--- src/assert_macros.svh ---
// Assertion helpers for the RTL core.
`ifndef ASSERT_MACROS_SVH
`define ASSERT_MACROS_SVH

// Clocked assertion, masked while reset is applied.
`define ASSERT_CLK(lbl, clk, rst_n, prop, msg) \
	lbl: assert property (@(posedge clk) disable iff (!rst_n) (prop)) else $error(msg);

// Clocked assertion that is also checked during reset.
`define ASSERT_ALWAYS(lbl, clk, prop, msg) \
	lbl: assert property (@(posedge clk) (prop)) else $error(msg);

`endif

--- src/slnorm_pkg.sv ---
package slnorm_pkg;

	localparam int unsigned DIV_BITS = 63;

	localparam logic signed [63:0] IDX_MAX  = 64'sh7FFF_FFFF_FFFF_FFFF;
	localparam logic signed [63:0] IDX_MIN  = 64'sh8000_0000_0000_0000;
	localparam logic signed [63:0] STEP_MIN = 64'sh8000_0000_0000_0001;

	// One word travelling through the divider pipeline.
	typedef struct packed {
		logic              vld;
		logic [62:0]       rem;
		logic [62:0]       dvd;
		logic [62:0]       quo;
		logic [62:0]       mag;
		logic signed [63:0] start_idx;
		logic signed [63:0] stop_idx;
		logic signed [63:0] step;
		logic              err;
		logic              nz;
	} div_word_t;

endpackage

--- src/slnorm_div_stage.sv ---
module slnorm_div_stage
	import slnorm_pkg::*;
(
	input  logic      clk,
	input  logic      arst_n,
	input  div_word_t word_in,
	output div_word_t word_out
);

	// One restoring step: bring in the next dividend bit and try a subtract.
	logic [63:0] trial;
	logic [63:0] diff;
	logic        take;

	assign trial = {word_in.rem, word_in.dvd[62]};
	assign diff  = trial - {1'b0, word_in.mag};
	assign take  = trial >= {1'b0, word_in.mag};

	always_ff @(posedge clk or negedge arst_n) begin
		if (!arst_n) begin
			word_out <= '0;
		end else begin
			word_out.vld       <= word_in.vld;
			word_out.rem       <= take ? diff[62:0] : trial[62:0];
			word_out.dvd       <= {word_in.dvd[61:0], 1'b0};
			word_out.quo       <= {word_in.quo[61:0], take};
			word_out.mag       <= word_in.mag;
			word_out.start_idx <= word_in.start_idx;
			word_out.stop_idx  <= word_in.stop_idx;
			word_out.step      <= word_in.step;
			word_out.err       <= word_in.err;
			word_out.nz        <= word_in.nz;
		end
	end

endmodule

--- config.mk ---
export PLATFORM = sky130hd
export DESIGN_NAME = slnorm_div_stage
export DESIGN_NICKNAME = d
export VERILOG_FILES = /design/src/assert_macros.svh /design/src/slnorm_pkg.sv /design/src/slnorm_div_stage.sv
export SDC_FILE = /design/constraint.sdc
export NUM_CORES = 1
export LEC_CHECK = 0
export BUFFER_PORTS_ARGS = -buffer_cell sky130_fd_sc_hd__buf_2
export CAP_MARGIN = 20
export CORE_AREA = 2 2 350 352
export CTS_BUF_LIST = sky130_fd_sc_hd__clkbuf_8
export CTS_CLUSTER_DIAMETER = 50
export DETAILED_ROUTE_END_ITERATION = 12
export DIE_AREA = 0 0 352 354
export PLACE_DENSITY = 0.34
export RECOVER_POWER = 50
export SKIP_LAST_GASP = 1
export SLEW_MARGIN = 0
export SYNTH_ARGS = -nofsm -noshare
export SYNTH_HDL_FRONTEND = slang
export SYNTH_SLANG_ARGS = --single-unit
export TNS_END_PERCENT = 30
--- constraint.sdc ---
create_clock -name clk -period 0.8 [get_ports clk]
set_input_delay 0.04 -clock clk [delete_from_list [all_inputs] [get_ports clk]]
set_output_delay 0.04 -clock clk [all_outputs]
set_load 0.05 [all_outputs]
After elaboration in Yosys (flattened, before gate mapping). Index checks and enable logic that the tools add are counted.

Flip-flop bits (word level): 446. Bits of input ports: 449. Output and inout bits: 447. Logic and storage cells: 13.

$add $sub $neg: 1. Order comparisons: 1. Multiplexer cells: 1.

Operators by type and width (number): $ge A64 B63 Y1 (1); $mux W63 (1); $sub A63 B63 Y63 (1).

Depth between registers and ports, before layout. Gate-level depths: netlist of run 1.

Word-level depth: 2. Mapped depth: 15. Mapped depth without buffers: 13.

Worst setup path after synthesis of run 1. OpenSTA, ideal clock, no wires.

Kind: in2reg. Start point: input port word_in[198] (netlist name). End point: register word_out[443] (netlist name). Setup time: 0.125 ns. Data arrival time: 2.562 ns. Data required time: 0.675 ns. Setup slack: -1.887 ns. Stages on the path: 12. Buffers on the path: 0. Path through: inv_1 -> ha_1 -> a21o_1 -> a21oi_2 -> a21oi_2 -> or3_4 -> a211o_2 -> a211o_1 -> a31oi_4 -> o211ai_2 -> xor2_1 -> mux2_4.

Cells in the longest elaborated chain, start to end: 2. Elaborated cells between the ends (all ways): 3. Classes of those cells: add/sub: 1; order compare: 1; mux: 1.

RTL lines: start: declaration (RTL line slnorm_div_stage.sv:6) `input div_word_t word_in,`; $sub A63 B63 Y63 / $ge A64 B63 Y1 (equally long branches) (RTL line slnorm_div_stage.sv:16, slnorm_div_stage.sv:17); $mux W63 (*) (RTL line slnorm_div_stage.sv:24) `word_out.rem <= take ? diff[62:0] : trial[62:0];`; end: declaration (RTL line slnorm_div_stage.sv:7) `output div_word_t word_out`.

Mark *: on every way between the ends. The rest lies on a longest branch, timed or not.

Final worst setup path of run 1.
Start point: input port word_in[382] (netlist name). End point: register word_out[423] (netlist name).

Same word-level chain as after synthesis.

==> results of run 1 <==
[report_power, final]
group	switching (mW)	internal [mW]	leakage [nW]
Sequential	1.06	24.3	5.17
Clock	12.0	17.6	1.22
Combinational	13.7	11.6	12.2
[worst max-delay path, stage by stage]
cell      delay, ns
buf_12         0.11
inv_12         0.04
ha_4           0.13
fa_2           0.23
nor2b_4        0.06
o21bai_4       0.14
buf_6          0.13
a21oi_4        0.05
or3_4          0.40
a211o_4        0.36
buf_4          0.14
buf_6          0.11
a21oi_4        0.11
buf_6          0.13
nor3_4         0.04
nor2_2         0.15
xnor2_2        0.09
mux2_4         0.26
[layer usage]
layer | vias up | wire [um] | track usage (%)
met2 | 684 | 56900 | 30.8
met4 | 38 | 3530 | 5.46
met3 | 192 | 8610 | 6.45
met5 | - | 261 | 0
li1 | 8458 | - | -
met1 | 9066 | 38200 | 17.2
[per-stage QoR]
step | worst slack (ns) | TNS, ns
floorplan | -1.73 | -95.50
global placement | -2.31 | -138.73
detailed placement | -2.30 | -139.09
CTS | -1.22 | -664.20
global route | -1.29 | -673.50
finish | -1.28 | -578.38
[how the worst max path moves through the flow]
| stage | startpoint | endpoint | slack, ns | cells past startpoint |
|---|---|---|---|---|
| after floorplan | word_in[382] | word_out[443]$_DFF_PN0_ | -1.73 | 13 |
| after global placement | word_in[244] | word_out[416]$_DFF_PN0_ | -2.31 | 15 |
| after detailed placement | word_in[244] | word_out[439]$_DFF_PN0_ | -2.30 | 13 |
| after CTS | word_in[382] | word_out[443]$_DFF_PN0_ | -1.22 | 15 |
| after global routing | word_in[245] | word_out[403]$_DFF_PN0_ | -1.29 | 14 |
| final | word_in[382] | word_out[423]$_DFF_PN0_ | -1.28 | 18 |
[logic make-up after synthesis]
group                    synth area share [%]
AO/OA/AOI/OAI                            11.0
XOR/XNOR                                 3.12
adder cells (fa/ha/maj)                  5.05
buffers and inverters                    3.18
flip-flops                               69.8
multiplexers                             1.21
other                                  0.0235
AND/OR/NAND/NOR                          6.64
[timing repair]
item / CTS / global route
setup buffers: 42 / 22
setup endpoints to repair: 510 / 956
gates cloned: 5 / 3
pin swaps: 66 / 55
hold endpoints to repair: 891 / 188
resized for setup: 384 / 438
hold buffers: 744 / 33
[layout make-up]
type | instances | area [um2]
fill | 12334 | 80800
inverter | 85 | 369
clock inverter | 61 | 696
multi-input combinational | 648 | 5990
tap | 1625 | 2030
sequential | 446 | 11200
clock buffer | 116 | 1600
antenna | 18 | 45.0
timing repair buffer | 2073 | 18200
[cell usage in the layout (no fill, tap or decap), drive strengths merged, types with 7 or more instances in the layout]
cell and n:
buf 1285, dlygate4sd3 776, dfrtp 446, clkbuf 128
a21oi 126, inv 108, nor2 90, ha 63
nand2 54, o21ai 38, xnor2 36, a21o 25
nand4 21, xor2 21, diode 18, clkinv 18
o21bai 17, mux2 16, nand3 16, nor3 14
bufinv 13, o21a 10, a31oi 9, o31ai 9
clkinvlp 7
==> results_dict.tcl, run 1 <==
set metrics [dict create \
    h-tree-depth 3 \
    arrival_ns 2.74 \
    rsz0062_at_grt "true" \
    postSynthAreaPerCell_um2 13.1 \
    setup-violations-final 928 \
    max_freq_mhz 481 \
    maxCapViolations 0 \
    yosysWarnings 0 \
    holdPathStages 1 \
    yosys_most_used_dff "dfrtp_1" \
    io_buffers 893 \
    critPathCaptureType "flip-flop" \
    yosys.area.top_type_share_pct 69.8 \
    place_area_um2 26700 \
    firstDrtPassIters 4 \
    vias_per_cell 3.64 \
    ys_async_sr_fraction_pct 100 \
    hold_viol_final 55 \
    rows 128 \
    start_util_pct 13.2 \
    dp.cells 4035 \
    drc 0 \
    slew_headroom_pct 41.9 \
    drt-total-wl_um 107000 \
    fin_cells 5072 \
    maxSlewViolCount 0 \
    core_area_um2 121000 \
    ir_drop_mv 1.38 \
    p_leak_nw 18.6 \
    clkTransAtPathRegs_ns 0.06 \
    clock_sinks 446 \
    synth-edff-count 0 \
    fin_ws_ns -1.28 \
    total_power_mw 80.2 \
    synth_commonest_cells "dfrtp_1, a21oi_1, nor2_1" \
    synth_seq_cells 446 \
    die_h_um 354 \
    reg_top3 "word_out x446" \
    required_ns 1.46 \
    io_pins 896 \
    hpwl_um 83600 \
    netlist-cell-type-count 69 \
    largest_register_ffs 446 \
    fin_area_um2 40100 \
    clockBufferDepth 3 \
    grt_pass1_wl_um 149000 \
    synth_cells 1221 \
    dieArea_um2 125000 \
    worst-setup-path-type "in2reg" \
    synth_largest_area_cell "dfrtp_1" \
    cts_root_buf "clkbuf_8" \
    outcome "finished with violations" \
    cts_tree "built" \
    yosysSeqAreaShare_pct 69.8 \
    postLayoutCoreUtil_pct 33.2 \
    grtUsageTotal_pct 16.7 \
    gp_congestion 0.919 \
    synthesis.nets 1734 \
    num-nets-final 3863 \
    antenna_left 0 \
    overflow 0 \
    hold_end "word_out[201]$_DFF_PN0_" \
    regMostFlops "word_out" \
    grt_max_degree 57 \
    vias 18438 \
    syn_area_um2 16000 \
    period_needed_ns 2.08 \
    yosysMostFrequentCell "dfrtp_1" \
    routedWlPerCell_um 21.2 \
    drt_iter0_drc 716 \
    whs_ns -0.644 \
    critPathMaxFanout 3 \
    worstMarginPinSlew_ns 0.868 \
    violations "negative hold slack, negative setup slack" \
    grt_pass1_vias 20447 \
    cts-buffers-inserted 96 \
    areaGrowthSynthToFinish_pct 151 \
    p_per_area_nw_per_um2 2000 \
    start_kind "input pin" \
    hp-start "word_in[201]" \
    hold_path_class "in2reg" \
    die_x_um 352 \
    synth_area_leaders "dfrtp_1, ha_1, a21oi_1" \
    fin_crit_sh_pct 260 \
    antenna_found_initial 56 \
    drive_above_1_share_pct 50.2 \
]
No activity file was read; power rests on OpenSTA's default activity.
==> run 2: changes to the inputs <==
- RECOVER_POWER: 50 -> 25
==> run 2 against run 1 <==
  * The run still ends with negative hold slack, negative setup slack left
  * Hold slack about the same
  * Combinational power hardly changed
  * Total power barely moved
  * Flip-flop and latch count unchanged
  * Worst setup slack improved by 0.0022 ns
  * Die area did not move
  * Critical path type unchanged
  * Highest routed layer unchanged
==> results_dict.tcl, run 2 (synthesis results as in run 1) <==
set metrics [dict create \
    outcome "finished with violations" \
    violations "negative hold slack, negative setup slack" \
    cts-buffers-inserted 96 \
    arrival_ns 2.74 \
    place_area_um2 26700 \
    fillers 12332 \
    rows 128 \
    drive_above_1_share_pct 50.4 \
    grt_pass1_wl_um 149000 \
    total_power_mw 80.2 \
    dieArea_um2 125000 \
    worstMarginPinSlew_ns 0.868 \
    antenna_left 0 \
    ir_drop_mv 1.38 \
    drt-total-wl_um 107000 \
    max_freq_mhz 481 \
    h-tree-depth 3 \
    required_ns 1.46 \
    areaGrowthSynthToFinish_pct 151 \
    die_x_um 352 \
    cts_tree "built" \
    vias 18440 \
    grt_pass1_vias 20447 \
    final_common_cell "dlygate4sd3_1" \
    overflow 0 \
    num-nets-final 3863 \
    post-place-ws_ns -2.30 \
    hold_path_class "in2reg" \
    firstDrtPassIters 4 \
    fin_crit_sh_pct 260 \
    clockBufferDepth 3 \
    hpwl_um 83600 \
    io_pins 896 \
    worstSetupStartpoint "word_in[382]" \
    slew_headroom_pct 41.9 \
    crit_path_end "word_out[423]$_DFF_PN0_" \
    postLayoutCoreUtil_pct 33.2 \
    gp_congestion 0.919 \
    die_h_um 354 \
    hp-start "word_in[201]" \
    drt_iter0_drc 719 \
    clkTransAtPathRegs_ns 0.06 \
    critPathCaptureType "flip-flop" \
    final_cell_mix "dlygate4sd3_1, buf_2, dfrtp_1" \
    worst-setup-path-type "in2reg" \
    clock_sinks 446 \
    vias_per_cell 3.64 \
    multi_input_area_um2 5990 \
    grt_max_degree 57 \
    reg_top3 "word_out x446" \
    regMostFlops "word_out" \
    io_buffers 893 \
    hold_viol_final 55 \
    seq_area_um2 11200 \
    cts_root_buf "clkbuf_8" \
    routedWlPerCell_um 21.2 \
    start_util_pct 13.2 \
    p_leak_nw 18.6 \
    start_kind "input pin" \
    setup-violations-final 928 \
    p_per_area_nw_per_um2 2000 \
    rsz0062_at_grt "true" \
    period_needed_ns 2.08 \
    drc 0 \
    maxCapViolations 0 \
    fin_area_um2 40100 \
    largest_register_ffs 446 \
    maxSlewViolCount 0 \
    antenna_found_initial 56 \
    critPathMaxFanout 3 \
    fin_ws_ns -1.28 \
    whs_ns -0.644 \
    core_area_um2 121000 \
    grtUsageTotal_pct 16.7 \
]
==> run 2: cell types whose count changed in the layout (fill, tap and decap cells not counted) <==
cell	delta
buf_2	+4
clkbuf_1	-4
==> run 2: critical path, stage by stage <==
cell and delay, ns:
buf_12 0.11, inv_12 0.04, ha_4 0.13, fa_2 0.23, nor2b_4 0.06, o21bai_4 0.14, buf_6 0.13, a21oi_4 0.05
or3_4 0.40, a211o_4 0.36, buf_4 0.14, buf_6 0.11, a21oi_4 0.11, buf_6 0.13, nor3_4 0.04, nor2_2 0.15
xnor2_2 0.09, mux2_4 0.26
==> run 2: worst min path at each step <==
stage                     depth (start not counted)                 endpoint  slack [ns]
after floorplan                                   0    word_out[0]$_DFF_PN0_       -0.26
after detailed placement                          1  word_out[278]$_DFF_PN0_       -0.12
final                                             1  word_out[201]$_DFF_PN0_       -0.64
after CTS                                         1  word_out[202]$_DFF_PN0_       -0.78
after global placement                            1  word_out[276]$_DFF_PN0_       -0.12
after global routing                              1  word_out[201]$_DFF_PN0_       -0.75
==> run 2: timing repair <==
action,CTS,global route
pin swaps,66,55
hold endpoints to repair,891,188
setup buffers,42,22
endpoints found under the setup margin,510,956
resized for setup,384,438
hold buffers,744,33
cloned,5,3
==> run 2: report_power, final <==
part | internal [mW] | switching, mW
sequential | 24.3 | 1.06
combinational | 11.6 | 13.7
clock | 17.6 | 12.0
==> run 2: per-layer routing <==
layer  share of wire, %  vias up  GRT usage (%)
li1                   -     8459              -
met1                 36     9067           17.2
met2                 53      684           30.8
met3                8.0      192           6.45
met4                3.3       38           5.46
met5               0.24        -              0
==> run 2: stage by stage <==
step                      std cells  TNS [ns]
after detailed placement       4035   -139.09
after global placement         4035   -138.73
after floorplan                1221    -95.50
after global routing           5062   -673.50
final                          5072   -578.37
after CTS                      5002   -664.20
==> run 2: area by class of cell <==
class	instances	area share, %
Timing Repair Buffer	2073	45.4
Sequential cell	446	27.8
Multi-Input combinational cell	648	14.9
Tap cell	1625	5.06
Clock buffer	116	3.98
Clock inverter	61	1.73
Inverter	85	0.919
Antenna cell	18	0.112
==> run 3: changes to the inputs <==
- CELL_PAD_IN_SITES_DETAIL_PLACEMENT: default -> 0
- CELL_PAD_IN_SITES_GLOBAL_PLACEMENT: default -> 2
- CORE_AREA: 2 2 350 352 -> 2 2 354 356
- DIE_AREA: 0 0 352 354 -> 0 0 356 358
- PLACE_DENSITY: 0.34 -> 0.47
==> run 3 against run 2 <==
  * The flow still finishes with violations (negative hold slack, negative setup slack)
  * Clock-buffer cell count decreased by 3
  * Global-route usage grew 1.7 points
  * First-iteration DRC count is 10% higher
  * Combinational power grew 2%
  * Routed wire length is 14% higher
  * Sequential share of layout area down 0.56 points
  * Flip-flop and latch count unchanged
  * Fmax fell by 4.4%
  * Critical endpoint is now word_out[443]$_DFF_PN0_
==> results_dict.tcl, run 3 (synthesis results as in run 1) <==
set metrics [dict create \
    required_ns 1.45 \
    vias_per_cell 3.67 \
    whs_ns -0.603 \
    crit_path_end "word_out[443]$_DFF_PN0_" \
    p_per_area_nw_per_um2 1930 \
    regMostFlops "word_out" \
    fillers 12519 \
    maxCapViolations 0 \
    critPathMaxFanout 2 \
    clock_sinks 446 \
    rows 129 \
    maxSlewViolCount 0 \
    cts_tree "built" \
    reg_top3 "word_out x446" \
    max_freq_mhz 460 \
    overflow 0 \
    grt_max_degree 36 \
    violations "negative hold slack, negative setup slack" \
    areaGrowthSynthToFinish_pct 156 \
    antenna_left 0 \
    slew_headroom_pct 66.3 \
    grtUsageMet2_pct 31.7 \
    worst_path_largest_cell_delay_ns 0.39 \
    final_common_cell "dlygate4sd3_1" \
    clockBufferDepth 3 \
    hold_path_class "in2reg" \
    multi_input_area_um2 5960 \
    grt_use_met1_pct 21.0 \
    outcome "finished with violations" \
    dieArea_um2 127000 \
    fin_ws_ns -1.37 \
    grt_pass1_vias 20777 \
    drt_iter0_drc 791 \
    setup-tns-final_ns -441.72 \
    start_util_pct 13.0 \
    vias 18707 \
    grtUsageTotal_pct 18.4 \
    worstSetupStartpoint "word_in[382]" \
    start_kind "input pin" \
    p_leak_nw 19.0 \
    fin_crit_sh_pct 272 \
    total_power_mw 79.0 \
    clkTransAtPathRegs_ns 0.06 \
    die_x_um 356 \
    worst-setup-path-type "in2reg" \
    num-nets-final 3879 \
    critPathCaptureType "flip-flop" \
    seq_area_um2 11200 \
    post-place-ws_ns -2.48 \
    grt.met3_usage_pct 6.01 \
    fin_cells 5100 \
    gp_congestion 0.922 \
    arrival_ns 2.82 \
    top_usage_layer "met2" \
    core_area_um2 123000 \
    cts-buffers-inserted 96 \
    worstMarginPinSlew_ns 0.502 \
    postLayoutCoreUtil_pct 33.3 \
    hold_viol_final 44 \
    dp.cells 4058 \
    period_needed_ns 2.17 \
    crit_path_top_delay_cell "or3_4" \
    largest_register_ffs 446 \
    die_h_um 358 \
    final_cell_mix "dlygate4sd3_1, buf_2, dfrtp_1" \
    hpwl_um 97300 \
    h-tree-depth 3 \
    io_buffers 893 \
    grt_pass1_wl_um 163000 \
    drc 0 \
    routedWlPerCell_um 24.0 \
    place_area_um2 27100 \
    fin_area_um2 41000 \
    cts_root_buf "clkbuf_8" \
    path_cells "buf_6 > inv_12 > ha_4 > fa_2 > nor2b_4 > o21bai_4 > buf_6 > a21oi_4 > or3_4 > a211o_4 > a211o_4 > a31oi_4 > o211ai_2 > xor2_1 > mux2_4" \
    firstDrtPassIters 5 \
    drive_above_1_share_pct 50.3 \
    antenna_found_initial 61 \
    drt-total-wl_um 123000 \
    rsz0062_at_grt "true" \
    setup-violations-final 958 \
    io_pins 896 \
    ir_drop_mv 1.15 \
]
## run 3: worst min-delay path by stage
stage | start | to | slack (ns) | depth (start not counted)
floorplan | arst_n | word_out[0]$_DFF_PN0_ | -0.26 | 0
global route | word_in[201] | word_out[201]$_DFF_PN0_ | -0.69 | 1
global placement | arst_n | word_out[302]$_DFF_PN0_ | 0.005 | 2
CTS | word_in[198] | word_out[198]$_DFF_PN0_ | -0.71 | 1
detailed placement | arst_n | word_out[302]$_DFF_PN0_ | 0.008 | 2
finish | word_in[201] | word_out[201]$_DFF_PN0_ | -0.60 | 1
## run 3: what timing repair did
action                     4_1_cts  5_1_grt
gates cloned                     2        5
setup endpoints to repair      510      949
gates resized for setup        331      756
pin swaps                       46       56
setup buffers                   33       39
hold buffers                   743       31
hold endpoints to repair       891       66
## run 3: critical path, delay by kind of cell
family | cells | cell delay [ns]
mux | 1 | 0.26
fa+ha+maj | 2 | 0.36
xor+xnor | 1 | 0.16
buf+inv | 3 | 0.27
compound gates | 6 | 1.26
simple gates | 2 | 0.45
## run 3: metal layers
metal  part of all wire (%)  vias up
li1                       -     8510
met1                     38     9224
met2                     49      711
met3                    8.0      224
met4                    4.2       38
met5                   0.21        -
## run 3: final cells by class
| cell class | instances | share of cell area (%) |
|---|---|---|
| Timing Repair Buffer | 2089 | 47.0 |
| Clock inverter | 58 | 1.38 |
| Tap cell | 1637 | 4.99 |
| Antenna cell | 24 | 0.146 |
| Clock buffer | 113 | 3.79 |
| Sequential cell | 446 | 27.3 |
| Multi-Input combinational cell | 648 | 14.5 |
| Inverter | 85 | 0.869 |
## run 3: report_power, final
| group | internal, mW | switching (mW) | leakage (nW) |
|---|---|---|---|
| Combinational | 11.9 | 14.1 | 12.6 |
| Sequential | 24.3 | 1.16 | 5.16 |
| Clock | 15.9 | 11.8 | 1.18 |
| Total | 52.0 | 27.0 | 19.0 |
